[src/rdc_pkg.sv]
// rdc_pkg: shared constants, types and the digit glyph function of the
// radix digit converter. No dependencies.
package rdc_pkg;

   localparam int VALUE_BITS = 31;
   localparam int RADIX_W    = 5;
   localparam int CHAR_W     = 7;
   localparam int DIGIT_W    = 4;

   localparam logic [RADIX_W-1:0] RADIX_MIN   = RADIX_W'(2);
   localparam logic [RADIX_W-1:0] RADIX_MAX   = RADIX_W'(16);
   localparam logic [RADIX_W-1:0] RADIX_RESET = RADIX_W'(10);

   // quotient bits resolved per cycle in the divider
   localparam int DIV_STEP   = 8;
   localparam int NUM_CHUNKS = (VALUE_BITS + DIV_STEP - 1) / DIV_STEP;
   localparam int DIV_W      = NUM_CHUNKS * DIV_STEP;
   localparam int CHUNK_W    = (NUM_CHUNKS > 1) ? $clog2(NUM_CHUNKS) : 1;
   localparam int SP_W       = $clog2(VALUE_BITS + 1);
   localparam int IDX_W      = (VALUE_BITS > 1) ? $clog2(VALUE_BITS) : 1;

   localparam logic [CHAR_W-1:0] CHAR_ZERO   = CHAR_W'(48);
   localparam logic [CHAR_W-1:0] CHAR_LETTER = CHAR_W'(55); // 'A' - 10

   typedef struct packed {
      logic [VALUE_BITS-1:0] value;
      logic [RADIX_W-1:0]    base;
   } job_type;

   function automatic logic [CHAR_W-1:0] digit_glyph(input logic [DIGIT_W-1:0] d);
      logic [CHAR_W-1:0] ext;
      ext = CHAR_W'(d);
      if (d <= DIGIT_W'(9)) begin
         return CHAR_ZERO + ext;
      end
      return CHAR_LETTER + ext;
   endfunction

endpackage

[src/rdc_front.sv]
// rdc_front: holds the radix register, saturates it and accepts request
// transactions into jobs. Depends on rdc_pkg.
module rdc_front (
   input  logic                          clock,
   input  logic                          reset,
   input  logic                          csr_valid,
   output logic                          csr_ready,
   input  logic [rdc_pkg::RADIX_W-1:0]   csr_data,
   input  logic                          req_valid,
   output logic                          req_stall,
   input  logic [rdc_pkg::VALUE_BITS-1:0] req_value,
   output logic                          push,
   output rdc_pkg::job_type              push_job,
   input  logic                          queue_full
);
   import rdc_pkg::*;

   logic [RADIX_W-1:0] radix_ff;
   logic [RADIX_W-1:0] radix_in;
   logic [RADIX_W-1:0] base_sat;

   assign csr_ready = 1'b1;
   assign radix_in  = (csr_valid && csr_ready) ? csr_data : radix_ff;

   always_ff @(posedge clock) begin
      if (reset) begin
         radix_ff <= RADIX_RESET;
      end else begin
         radix_ff <= radix_in;
      end
   end

   always_comb begin
      if (radix_ff < RADIX_MIN) begin
         base_sat = RADIX_MIN;
      end else if (radix_ff > RADIX_MAX) begin
         base_sat = RADIX_MAX;
      end else begin
         base_sat = radix_ff;
      end
   end

   assign req_stall      = queue_full;
   assign push           = req_valid && !queue_full;
   assign push_job.value = req_value;
   assign push_job.base  = base_sat;

endmodule

[src/rdc_queue.sv]
// rdc_queue: two-entry job queue between front and back.
// Depends on rdc_pkg.
module rdc_queue (
   input  logic             clock,
   input  logic             reset,
   input  logic             push,
   input  rdc_pkg::job_type push_job,
   output logic             full,
   input  logic             pop,
   output logic             pop_valid,
   output rdc_pkg::job_type pop_job
);
   import rdc_pkg::*;

   job_type    entry_ff [2];
   logic       wr_ptr_ff;
   logic       wr_ptr_in;
   logic       rd_ptr_ff;
   logic       rd_ptr_in;
   logic [1:0] count_ff;
   logic [1:0] count_in;
   logic       do_push;
   logic       do_pop;

   assign full      = (count_ff == 2'd2);
   assign pop_valid = (count_ff != 2'd0);
   assign pop_job   = entry_ff[rd_ptr_ff];
   assign do_push   = push && !full;
   assign do_pop    = pop && pop_valid;

   always_comb begin
      wr_ptr_in = wr_ptr_ff ^ do_push;
      rd_ptr_in = rd_ptr_ff ^ do_pop;
      count_in  = count_ff + 2'(do_push) - 2'(do_pop);
   end

   always_ff @(posedge clock) begin
      if (reset) begin
         wr_ptr_ff <= 1'b0;
         rd_ptr_ff <= 1'b0;
         count_ff  <= 2'd0;
      end else begin
         wr_ptr_ff <= wr_ptr_in;
         rd_ptr_ff <= rd_ptr_in;
         count_ff  <= count_in;
      end
   end

   always_ff @(posedge clock) begin
      if (do_push) begin
         entry_ff[wr_ptr_ff] <= push_job;
      end
   end

endmodule

[src/rdc_back.sv]
// rdc_back: iterative divider, digit stack and response register.
// Depends on rdc_pkg.
module rdc_back (
   input  logic                         clock,
   input  logic                         reset,
   input  logic                         job_valid,
   input  rdc_pkg::job_type             job,
   output logic                         job_pop,
   output logic                         rsp_valid,
   input  logic                         rsp_stall,
   output logic [rdc_pkg::CHAR_W-1:0]   rsp_digit_char,
   output logic                         rsp_last_digit
);
   import rdc_pkg::*;

   typedef enum logic [1:0] {ST_IDLE, ST_DIV, ST_EMIT} state_type;

   state_type            state_ff, state_in;
   logic [DIV_W-1:0]     dividend_ff, dividend_in;
   logic [DIV_W-1:0]     quot_ff, quot_in;
   logic [RADIX_W-1:0]   rem_ff, rem_in;
   logic [RADIX_W-1:0]   base_ff, base_in;
   logic [CHUNK_W-1:0]   chunk_ff, chunk_in;
   logic [SP_W-1:0]      sp_ff, sp_in;
   logic [DIGIT_W-1:0]   stack_ff [VALUE_BITS];
   logic                 push_digit;
   logic                 rsp_valid_ff, rsp_valid_in;
   logic [CHAR_W-1:0]    rsp_char_ff, rsp_char_in;
   logic                 rsp_last_ff, rsp_last_in;
   logic [RADIX_W-1:0]   r_step;
   logic [DIV_W-1:0]     d_step;
   logic [DIV_W-1:0]     q_step;
   logic [SP_W-1:0]      sp_dec;
   logic                 out_free;

   assign out_free = !rsp_valid_ff || !rsp_stall;
   assign sp_dec   = sp_ff - SP_W'(1);
   assign job_pop  = (state_ff == ST_IDLE) && job_valid;

   // restoring division, DIV_STEP quotient bits per cycle
   always_comb begin
      r_step = rem_ff;
      d_step = dividend_ff;
      q_step = quot_ff;
      for (int i = 0; i < DIV_STEP; i++) begin
         r_step = {r_step[RADIX_W-2:0], d_step[DIV_W-1]};
         d_step = {d_step[DIV_W-2:0], 1'b0};
         q_step = {q_step[DIV_W-2:0], (r_step >= base_ff)};
         if (r_step >= base_ff) begin
            r_step = r_step - base_ff;
         end
      end
   end

   always_comb begin
      state_in     = state_ff;
      dividend_in  = dividend_ff;
      quot_in      = quot_ff;
      rem_in       = rem_ff;
      base_in      = base_ff;
      chunk_in     = chunk_ff;
      sp_in        = sp_ff;
      push_digit   = 1'b0;
      rsp_valid_in = rsp_valid_ff && rsp_stall;
      rsp_char_in  = rsp_char_ff;
      rsp_last_in  = rsp_last_ff;
      unique case (state_ff)
         ST_IDLE: begin
            if (job_valid) begin
               dividend_in = DIV_W'(job.value);
               quot_in     = '0;
               rem_in      = '0;
               base_in     = job.base;
               chunk_in    = '0;
               sp_in       = '0;
               state_in    = ST_DIV;
            end
         end
         ST_DIV: begin
            dividend_in = d_step;
            quot_in     = q_step;
            rem_in      = r_step;
            chunk_in    = chunk_ff + CHUNK_W'(1);
            if (chunk_ff == CHUNK_W'(NUM_CHUNKS - 1)) begin
               push_digit  = 1'b1;
               sp_in       = sp_ff + SP_W'(1);
               dividend_in = q_step;
               quot_in     = '0;
               rem_in      = '0;
               chunk_in    = '0;
               if (q_step == '0) begin
                  state_in = ST_EMIT;
               end
            end
         end
         ST_EMIT: begin
            if (out_free) begin
               rsp_valid_in = 1'b1;
               rsp_char_in  = digit_glyph(stack_ff[sp_dec[IDX_W-1:0]]);
               rsp_last_in  = (sp_ff == SP_W'(1));
               sp_in        = sp_dec;
               if (sp_ff == SP_W'(1)) begin
                  state_in = ST_IDLE;
               end
            end
         end
         default: state_in = ST_IDLE;
      endcase
   end

   always_ff @(posedge clock) begin
      if (reset) begin
         state_ff     <= ST_IDLE;
         rsp_valid_ff <= 1'b0;
         sp_ff        <= '0;
         chunk_ff     <= '0;
      end else begin
         state_ff     <= state_in;
         rsp_valid_ff <= rsp_valid_in;
         sp_ff        <= sp_in;
         chunk_ff     <= chunk_in;
      end
      dividend_ff <= dividend_in;
      quot_ff     <= quot_in;
      rem_ff      <= rem_in;
      base_ff     <= base_in;
      rsp_char_ff <= rsp_char_in;
      rsp_last_ff <= rsp_last_in;
      if (push_digit) begin
         stack_ff[sp_ff[IDX_W-1:0]] <= r_step[DIGIT_W-1:0];
      end
   end

   assign rsp_valid      = rsp_valid_ff;
   assign rsp_digit_char = rsp_char_ff;
   assign rsp_last_digit = rsp_last_ff;

endmodule

[src/radix_digit_converter.sv]
// radix_digit_converter: top level; front, job queue and back.
// Depends on rdc_pkg, rdc_front, rdc_queue, rdc_back.
//
// Converts each req_value into ASCII digits in the base held in the csr
// register (reset 10, saturated into 2..16), sent most significant first
// with rsp_last_digit on the final digit; zero gives the single digit '0'.
// The back end divides by the base 8 quotient bits per cycle and works out
// every digit of a value before it sends the first. A two-entry queue
// takes up to two further request transactions while a conversion is in
// progress. Write csr only while idle.
module radix_digit_converter (
   input  logic                           clock,
   input  logic                           reset,
   input  logic                           csr_valid,
   output logic                           csr_ready,
   input  logic [rdc_pkg::RADIX_W-1:0]    csr_data,
   input  logic                           req_valid,
   output logic                           req_stall,
   input  logic [rdc_pkg::VALUE_BITS-1:0] req_value,
   output logic                           rsp_valid,
   input  logic                           rsp_stall,
   output logic [rdc_pkg::CHAR_W-1:0]     rsp_digit_char,
   output logic                           rsp_last_digit
);
   import rdc_pkg::*;

   logic    push;
   job_type push_job;
   logic    queue_full;
   logic    pop;
   logic    pop_valid;
   job_type pop_job;

   rdc_front u_front (
      .clock      (clock),
      .reset      (reset),
      .csr_valid  (csr_valid),
      .csr_ready  (csr_ready),
      .csr_data   (csr_data),
      .req_valid  (req_valid),
      .req_stall  (req_stall),
      .req_value  (req_value),
      .push       (push),
      .push_job   (push_job),
      .queue_full (queue_full)
   );

   rdc_queue u_queue (
      .clock     (clock),
      .reset     (reset),
      .push      (push),
      .push_job  (push_job),
      .full      (queue_full),
      .pop       (pop),
      .pop_valid (pop_valid),
      .pop_job   (pop_job)
   );

   rdc_back u_back (
      .clock          (clock),
      .reset          (reset),
      .job_valid      (pop_valid),
      .job            (pop_job),
      .job_pop        (pop),
      .rsp_valid      (rsp_valid),
      .rsp_stall      (rsp_stall),
      .rsp_digit_char (rsp_digit_char),
      .rsp_last_digit (rsp_last_digit)
   );

endmodule

[config.mk]
export PLATFORM = sky130hd
export DESIGN_NAME = radix_digit_converter
export DESIGN_NICKNAME = d
export VERILOG_FILES = /design/src/rdc_pkg.sv /design/src/rdc_front.sv /design/src/rdc_queue.sv /design/src/rdc_back.sv /design/src/radix_digit_converter.sv
export SDC_FILE = /design/constraint.sdc
export NUM_CORES = 1
export LEC_CHECK = 0
export BUFFER_PORTS_ARGS = -buffer_cell sky130_fd_sc_hd__buf_2
export CORE_ASPECT_RATIO = 0.9
export CORE_UTILIZATION = 35
export DETAILED_ROUTE_END_ITERATION = 16
export MAX_ROUTING_LAYER = met4
export SYNTH_ARGS = -nofsm -noshare
export SYNTH_HDL_FRONTEND = slang
export SYNTH_HIERARCHICAL = 1
export SYNTH_SLANG_ARGS = --single-unit
[constraint.sdc]
create_clock -name clock -period 11 [get_ports clock]
set_input_delay 2.2 -clock clock [delete_from_list [all_inputs] [get_ports clock]]
set_output_delay 2.2 -clock clock [all_outputs]
set_load 0.02 [all_outputs]
==> results of run 1 <==
-- registers in the layout, summed over array words and instances, names as in the netlist --
| name | cells |
|---|---|
| u_back/base_ff | 5 |
| u_back/chunk_ff | 2 |
| u_back/dividend_ff | 32 |
| u_back/quot_ff | 24 |
| u_back/rem_ff | 4 |
| u_back/rsp_digit_char | 7 |
| u_back/rsp_last_digit | 1 |
| u_back/rsp_valid | 1 |
| u_back/sp_ff | 5 |
| u_back/stack_ff | 124 |
| u_back/state_ff | 2 |
| u_front/radix_ff | 5 |
| u_queue/count_ff | 2 |
| u_queue/entry_ff | 72 |
| u_queue/rd_ptr_ff | 1 |
| u_queue/wr_ptr_ff | 1 |
-- synth_stat cells (3+ instances only) --
library cell    n  area, sq um
a211oi_1        3        22.52
a21o_1         14        105.1
a21oi_1        55        275.3
a31oi_1         3        18.77
a31oi_2         4        50.05
and2_1         25        156.4
buf_1           4        15.01
buf_2           4        20.02
buf_4          37        277.8
buf_6           5        56.30
clkbuf_1       20        75.07
dfxtp_1        19        380.4
edfxtp_1      269         8078
fa_1            8        160.2
ha_1           56        700.7
inv_1          41        153.9
mux2_2         60        675.7
mux2i_1        44        440.4
mux4_1         12        315.3
mux4_2         19        427.9
nand2_1        29        108.9
nand2b_1        3        18.77
nand3_1        17        85.08
nand3b_1        4        30.03
nand4_1         4        25.02
nor2_1         87        326.6
nor2b_1        14        87.58
nor3_1          5        25.02
nor4_1          6        37.54
o21a_1          3        22.52
o21ai_0        16        80.08
o221ai_1        3        26.28
o22ai_1         4        25.02
o2bb2ai_1       7        61.31
or2_2           3        18.77
or3_1           3        18.77
xnor2_1        11        96.34
xor2_1          8        70.07
-- metal layers --
metal	global-route usage (%)	up-vias
li1	-	3727
met1	20.79	3987
met2	21.00	238
met3	3.319	44
met4	3.763	0
met5	-	-
-- stage by stage --
step / TNS, ns / utilization [%] / cells / cell area, sq um
after global routing: -4.809 / 41.00 / 1564 / 15910
after detailed placement: -0.07332 / 37.54 / 1492 / 14570
after CTS: 0 / 40.31 / 1548 / 15640
after floorplan: 0 / - / 966 / 13930
after global placement: 0 / 37.54 / 1492 / 14570
final: 0 / 41.00 / 1564 / 15910
-- tightest hold or removal path: stages, from the launching register on --
cell and delay [ns]:
dfxtp_1 0.33, mux2i_1 0.07, nor2_1 0.07
-- logic make-up after synthesis --
group	after synthesis	share of synthesized area, %
DFF	288	60.79
and+or+nand+nor	211	7.364
muxes	135	13.36
xor gates and xnor gates	20	1.358
other	1	0.02695
AOI/OAI and AO/OA	135	6.510
buffers and inverters	112	4.406
adders and majority gates	64	6.186
-- worst max-delay path by stage --
stage	end	slack (ns)	from
final	u_back/state_ff[0]	0.53	u_back/rem_ff[1]
after CTS	u_back/rem_ff[3]	0.009	u_back/rem_ff[1]
after detailed placement	u_back/rem_ff[3]	-0.04	u_back/rem_ff[1]
after global placement	u_back/rem_ff[3]	0.23	u_back/rem_ff[1]
after global routing	u_back/stack_ff[25][0]	-0.08	u_back/rem_ff[1]
after floorplan	u_back/rem_ff[2]	0.04	u_back/base_ff[1]
-- timing repair --
item | CTS | global route
buffers inserted | 0 | 13
endpoints found under the setup margin | 34 | 132
pin swaps | 0 | 7
gates cloned | 0 | 3
resized for setup | 3 | 18
-- layout make-up --
type / instances / area share [%]
flip-flops and latches: 288 / 53.19
multi-input cells: 569 / 31.48
clock buffers: 37 / 5.074
well taps: 525 / 4.130
repair buffers: 85 / 3.540
clock inverters: 19 / 1.613
inverters: 41 / 0.9676
==> summary.txt, run 1 <==
Synthesis
  • Post-synth design cell area: 13910 sq um
  • EDFF count, synth: 269
  • Post-synthesis sequential area ratio: between 60 and 70%
  • Gate Count Post-Synth: around 970
  • Flops & latches, synth: 288
  • Main flop type after synthesis: edfxtp_1
  • Yosys cell types: 67
  • Post-synth net total: 1071
  • Syn. warnings: 6
  • Synth Area per Inst: around 14 sq um
  • Post-synth ARST share: 0%

Clock network
  • Clk buf depth: 3
  • Clock sinks: 288
  • Skew-Pair Late Insertion Delay: 0.58 ns
  • # hold bufs at CTS: 0
  • H-tree levels: 1
  • Clk slew on worst S/H paths: 0.06 ns
  • Num CTS Buffers: 30
  • CTS tree: done
  • Root Driver: clkbuf_16

STA
  • Slew of the pin with the lowest slew margin: 0.9959 ns
  • Post-Route Skew: 0.02319 ns
  • Final setup violation count: 0
  • Slew Viols, Final: 0
  • Final Hold Slack: 0.5124 ns
  • Final WS setup: 0.5322 ns
  • Part of the cycle the worst path needs: 95.16%
  • Endpoints failing hold: 0
  • Max-slew headroom: 33.61%
  • Crit path time final: 10.47 ns
  • Peak Freq: 0.09553 GHz

Critical path
  • Worst EP required: between 10 and 15 ns
  • Worst r2r dst: u_back/state_ff[0]
  • Kind of launch point of the worst setup path: flip-flop
  • Crit path capture type: flip-flop
  • WP data arrival: 10.90 ns
  • Flop2flop setup slack: 0.53 ns
  • Reg2reg path depth: 45
  • FF-to-FF Start: u_back/rem_ff[1]
  • Stages on worst setup path: 45
  • CP max FO: 12
  • Worst path bufs/invs: 3
  • Slowest-stage cell, CP: edfxtp_1
  • CP most frequent cell: ha_1
  • CP delay by family, top: compound AO/OA/AOI/OAI gates
  • CP Class: flip-flop to flip-flop
  • Critical Path Max Stage Delay: 0.44 ns

Placed design
  • IO buf count: 50
  • RD Place Congestion: 0.8223
  • Place WS: -0.04047 ns
  • Detail Placement HPWL: 19160 um

Drt
  • Avg WL per Cell: 18.88 um
  • DRT iter0 DRCs: 633
  • Wire length on met1: 14110 um
  • Vias per std cell: about 5
  • Post-DRT Antenna Nets: 0
  • DR top layer: met4
  • Via count: ~8000
  • WL final: just under 30000 um
  • DRC: 0
  • Initial DRT Pass Iterations: 5
  • Routed wire length on met2: ~13000 um
  • WL met3: 1896 um

Min path
  • Hold worst-path end: u_front/radix_ff[0]
  • Hold depth: 2
  • Min-delay src: u_front/radix_ff[0]
  • HP Class: flip-flop to flip-flop

Global routing
  • Initial antenna violation count: 0
  • Total grt overflow: 0
  • Vias in the first global route: 7759
  • First-pass GRT wire length: 44350 um
  • Pin count of the biggest net entering global routing: 63
  • Total GRT Usage: ~15%

Layout
  • Fillers: 3587
  • Leading cell type in the layout, fill and taps excluded: edfxtp_1
  • Reg area: 8461 sq um
  • Ant. Diodes: 0
  • P&R area growth vs syn: 14.31%
  • Most frequent cells in the layout: edfxtp_1, nor2_1, mux2_2
  • Multi-input logic area: 5007 sq um
  • Final nets: between 1000 and 1500
  • Share of post-route cells with drive strength above 1: between 20% and 30%

Floorplanning
  • Ports: 52
  • Starting Density: 35.86%
  • Core area: 38800 sq um
  • Die Y: 191.2 um
  • Die Span X: about 210 um
  • Row count: 68
  • Die area: between 40000 and 50000 sq um

Outcome
  • Run status: finished, final reports clean

Run
  • Max-cap violations: 0
Power of run 1 is not shown: default switching activity piles up to over one toggle a cycle in this logic, so the estimate is an artifact.
==> run 2: changes to the inputs <==
- CORE_UTILIZATION: 35 -> 55
- PLACE_DENSITY: not set -> 0.75
- SYNTH_HIERARCHICAL: 1 -> not set
==> summary.txt, run 2 <==
STA
  • Part of the cycle the worst path needs: 95.44%
  • Final setup violation count: 0
  • Post-Route Skew: 0.01050 ns
  • Slew of the pin with the lowest slew margin: 1.061 ns
  • Max-slew headroom: 29.06%
  • Slew Viols, Final: 0
  • Peak Freq: 0.09525 GHz
  • Endpoints failing hold: 0
  • Crit path time final: 10.50 ns

Synthesis
  • Post-synthesis sequential area ratio: 62.06%
  • Flops & latches, synth: 288
  • Yosys cell types: 68
  • Post-synth top area cell: edfxtp_1
  • Syn. warnings: 0
  • Synth area leaders: edfxtp_1, ha_1, mux2i_1, dfxtp_1, mux4_1
  • Synth Area per Inst: 14.48 sq um
  • Post-synth net total: 1045
  • Main flop type after synthesis: edfxtp_1
  • Post-synth top area share: about three fifths
  • Post-synth design cell area: 13630 sq um
  • Post-synth ARST share: 0%
  • Most frequent cell after synthesis: edfxtp_1
  • EDFF count, synth: ~270
  • Gate Count Post-Synth: 941
  • Post-synth top cells: edfxtp_1, nor2_1, a21oi_1, ha_1, mux2i_1

Placed design
  • Placed inst area: 14270 sq um
  • IO buf count: 50
  • Detail Placement HPWL: 18090 um
  • RD Place Congestion: around 0.85

Critical path
  • Reg2reg path depth: between 40 and 50
  • Crit path capture type: flip-flop
  • Worst path bufs/invs: 6
  • Critical Path Max Stage Delay: 0.47 ns
  • Stages on worst setup path: 45
  • Kind of launch point of the worst setup path: flip-flop
  • Slowest-stage cell, CP: edfxtp_1
  • WP data arrival: 10.91 ns
  • CP most frequent cell: ha_1
  • CP max FO: 12
  • CP delay by family, top: compound AO/OA/AOI/OAI gates
  • CP Class: flip-flop to flip-flop
  • Worst EP required: between 10 and 15 ns

Clock network
  • Clk buf depth: 3
  • Skew-Pair Late Insertion Delay: 0.54 ns
  • CTS tree: done
  • H-tree levels: 1
  • Num CTS Buffers: 29
  • Clock sinks: about 290
  • Root Driver: clkbuf_16
  • Clk slew on worst S/H paths: 0.06 ns

Layout
  • Most frequent cells in the layout: edfxtp_1, nor2_1, a21oi_1
  • Reg area: 8461 sq um
  • Fillers: ~1700
  • P&R area growth vs syn: 13.60%
  • Cell area after layout: approximately 15000 sq um
  • Share of post-route cells with drive strength above 1: 20.60%
  • Multi-input logic area: a little under 5000 sq um
  • Leading cell type in the layout, fill and taps excluded: edfxtp_1
  • Largest register FFs: roughly 120
  • Final nets: 1121

Floorplanning
  • Ports: 52
  • Die Span X: 167.9 um
  • Die area: 25410 sq um
  • Core area: between 20000 and 25000 sq um
  • Starting Density: roughly 56%
  • Row count: 54
  • Die Y: 151.3 um

Drt
  • Via count: 8053
  • DRT iter0 DRCs: ~730
  • WL final: 28190 um
  • Initial DRT Pass Iterations: 5
  • Avg WL per Cell: 20.89 um
  • DRC: 0
  • Vias per std cell: 5.970
  • Post-DRT Antenna Nets: 0

Outcome
  • Run status: finished, final reports clean

Global routing
  • Initial antenna violation count: 2
  • Vias in the first global route: roughly 7600
  • Total GRT Usage: 22.76%
  • Pin count of the biggest net entering global routing: 76
  • First-pass GRT wire length: 42550 um
  • Total grt overflow: 0

Min path
  • Hold depth: 2
  • HP Class: flip-flop to flip-flop

Run
  • Max-cap violations: 0
==> run 2: what timing repair did <==
action | in CTS | in global routing
endpoints found under the hold margin | 0 | 0
hold buffers | 0 | 0
setup endpoints to repair | 128 | 132
gates cloned | 0 | 2
setup buffers | 0 | 7
pin swaps | 1 | 9
gates resized for setup | 7 | 32
==> run 2: final timing paths <==
path                            slack, ns                 from                  end
worst max register to register       0.50     u_back.rem_ff[0]     u_back.rem_ff[0]
worst max-delay path                 0.50     u_back.rem_ff[0]     u_back.rem_ff[0]
worst min register to register       0.51  u_front.radix_ff[0]  u_front.radix_ff[0]
worst min-delay path                 0.51  u_front.radix_ff[0]  u_front.radix_ff[0]
==> run 2: cells by family after synthesis <==
kind of cell / Yosys count / synth area share [%]
compound gates: 170 / 8.309
xor+xnor: 24 / 1.598
fa+ha+maj: 63 / 6.225
buf+inv: 85 / 2.947
flops: 288 / 62.06
mux: 106 / 11.16
other cells: 1 / 0.02752
simple gates: 204 / 7.666
==> run 2: through the flow <==
step / setup slack [ns] / TNS [ns] / hold WS, ns / util [%] / cells
final: 0.5015 / 0 / 0.5126 / 63.82 / 1349
after global routing: -0.03410 / -0.2917 / 0.5411 / 63.81 / 1348
after CTS: 0.01077 / 0 / 0.5110 / 62.81 / 1338
after detailed placement: -0.1857 / -7.025 / 0.4950 / 58.83 / 1285
after global placement: 0.2963 / 0 / 0.4909 / 58.83 / 1285
after floorplan: 0.07790 / 0 / 0.4517 / - / 941
==> run 2: final cells by class <==
cell class	instances	area share [%]
Inverter	42	1.018
Tap cell	308	2.489
Timing Repair Buffer	88	3.815
Antenna cell	2	0.03233
Clock buffer	44	5.439
Multi-Input combinational cell	568	31.92
Sequential cell	288	54.65
Clock inverter	9	0.6304
==> run 2: layer usage <==
layer / track usage (%) / vias to the layer above / wire, um
li1: - / 3747 / -
met5: - / - / 0
met4: 6.651 / 0 / 660
met1: 33.98 / 3951 / 13460
met2: 32.13 / 303 / 12110
met3: 3.763 / 52 / 1957
==> run 2: worst min-delay path: stages (launching register included) <==
cell,delay (ns)
dfxtp_1,0.33
mux2i_1,0.07
nor2_1,0.07
Power of run 2 is left out for the same reason.
==> run 3: changes to the inputs <==
- ABC_AREA: not set -> 1
- SLEW_MARGIN: not set -> 30
==> summary.txt, run 3 <==
Critical path
  • Worst r2r dst: u_back.stack_ff[30][0]
  • Slowest-stage cell, CP: edfxtp_1
  • CP Class: flip-flop to flip-flop
  • WP data arrival: roughly 10 ns
  • Crit path capture type: flip-flop
  • CP delay by family, top: simple AND/OR/NAND/NOR gates
  • Kind of launch point of the worst setup path: flip-flop
  • CP max FO: 14
  • Critical Path Max Stage Delay: 0.38 ns
  • FF-to-FF Start: u_back.base_ff[2]
  • Worst EP required: about 11 ns
  • Flop2flop setup slack: 0.94 ns
  • Reg2reg path depth: a little over 60
  • Worst path bufs/invs: 10
  • CP most frequent cell: nand2_1

Drt
  • Vias per std cell: 5.761
  • WL final: 30400 um
  • Initial DRT Pass Iterations: 5
  • DRT iter0 DRCs: 979
  • Via count: 9500
  • DRC: 0
  • Post-DRT Antenna Nets: 0
  • Avg WL per Cell: 18.43 um

Synthesis
  • Most frequent cell after synthesis: edfxtp_1
  • Post-synth top cells: edfxtp_1, nor2_1, nand2_1, o21ai_0, inv_1
  • Post-synth top area cell: edfxtp_1
  • Post-synth design cell area: 13600 sq um
  • Main flop type after synthesis: edfxtp_1
  • Synth Area per Inst: 10.77 sq um
  • Gate Count Post-Synth: 1263
  • Syn. warnings: 0
  • Post-synthesis sequential area ratio: approximately 62%
  • Synth area leaders: edfxtp_1, nor2_1, o21ai_0, ha_1, nand2_1
  • Post-synth top area share: 59.38%
  • Flops & latches, synth: 288
  • Post-synth net total: 1367
  • Yosys cell types: 45
  • EDFF count, synth: 269
  • Post-synth ARST share: 0%

Layout
  • Largest register FFs: 124
  • Ant. Diodes: 0
  • Share of post-route cells with drive strength above 1: between 10 and 15%
  • P&R area growth vs syn: 10.96%
  • Final nets: 1422
  • Most frequent cells in the layout: edfxtp_1, nor2_1, nand2_1
  • Non-filler cells, final: roughly 1600
  • Fillers: 1866
  • Leading cell type in the layout, fill and taps excluded: edfxtp_1

STA
  • Peak Freq: 0.09943 GHz
  • Final WS setup: approximately 0.94 ns
  • Crit path time final: 10.06 ns
  • Final setup violation count: 0
  • Endpoints failing hold: 0
  • Slew of the pin with the lowest slew margin: between 0.8 and 0.9 ns
  • Part of the cycle the worst path needs: 91.43%
  • Slew Viols, Final: 0
  • Post-Route Skew: 0.01673 ns
  • Max-slew headroom: a little over two fifths

Floorplanning
  • Die Y: 151.2 um
  • Ports: 52
  • Row count: 54
  • Die area: ~25000 sq um
  • Die Span X: 167.8 um
  • Core area: 24260 sq um
  • Starting Density: 56.08%

Clock network
  • CTS tree: done
  • Skew-Pair Late Insertion Delay: 0.55 ns
  • Clk buf depth: 3
  • Clock sinks: 288
  • Num CTS Buffers: 29
  • Root Driver: clkbuf_16
  • Clk slew on worst S/H paths: approximately 0.06 ns
  • H-tree levels: 1

Placed design
  • IO buf count: 50
  • Placed cell count: 1590
  • Place WS: 0.3082 ns
  • Detail Placement HPWL: 19960 um
  • RD Place Congestion: 0.9469

Run
  • Max-cap violations: 0

Min path
  • Min-delay src: u_queue.count_ff[1]
  • HP Class: flip-flop to flip-flop
  • Hold depth: 1
  • Hold worst-path end: u_queue.count_ff[1]

Global routing
  • Vias in the first global route: 8799
  • Pin count of the biggest net entering global routing: 66
  • Initial antenna violation count: 0
  • First-pass GRT wire length: 47400 um
  • Total grt overflow: 0
  • Total GRT Usage: about a quarter

Outcome
  • Run status: finished, final reports clean
==> run 3: through the flow <==
stage               hold WS (ns)  setup TNS (ns)  instance area, sq um  utilization, %
floorplan                 0.4432               0                 13600               -
CTS                       0.4823               0                 15030           61.95
detailed placement        0.4677               0                 14120           58.20
global route              0.5042         -0.5802                 15090           62.23
global placement          0.4565               0                 14120           58.20
finish                    0.4839               0                 15090           62.23
==> run 3: logic make-up (layout without fill, tap and decap cells) <==
logic type                 count (synthesis)  after routing  synth area share (%)
buffers and inverters                    160            238                 5.013
AOI/OAI and AO/OA                        242            242                 10.16
and+or+nand+nor                          490            490                 14.88
adders and majority gates                 63             63                 6.236
other                                      1              1               0.02757
xor gates and xnor gates                  19             19                 1.499
DFF                                      288            288                 62.18
==> run 3: layout make-up <==
cell class	instances	area, sq um	area share, %
sequential	288	8459	56.04
multi-input combinational	815	4501	29.82
clock buffer	43	798.3	5.288
inverter	114	439.2	2.909
timing repair buffer	69	392.9	2.603
tap	308	385.4	2.553
clock inverter	11	111.4	0.7377
timing repair inverter	1	7.507	0.04973
==> run 3: worst max path at each step <==
| stage | start | end | cells after the start |
|---|---|---|---|
| floorplan | u_back.base_ff[1] | u_back.stack_ff[0][2] | 60 |
| global placement | u_back.base_ff[0] | u_back.stack_ff[7][0] | 61 |
| detailed placement | u_back.base_ff[0] | u_back.stack_ff[7][0] | 59 |
| CTS | u_back.base_ff[0] | u_back.stack_ff[17][0] | 59 |
| global route | u_back.base_ff[2] | u_back.stack_ff[13][0] | 65 |
| finish | u_back.base_ff[2] | u_back.stack_ff[30][0] | 61 |
==> run 3: timing repair <==
action	in CTS	in global routing
endpoints found under the setup margin	0	132
hold buffers	0	0
buffers inserted	0	4
resized for setup	0	14
==> run 3: metal layers <==
layer | routed length, um | up-vias | global-route usage, %
li1 | - | 4495 | -
met1 | 14160 | 4564 | 36.90
met2 | 13070 | 396 | 36.27
met3 | 2578 | 45 | 3.998
met4 | 597 | 0 | 5.826
met5 | 0 | - | -
Power of run 3 is left out for the same reason.
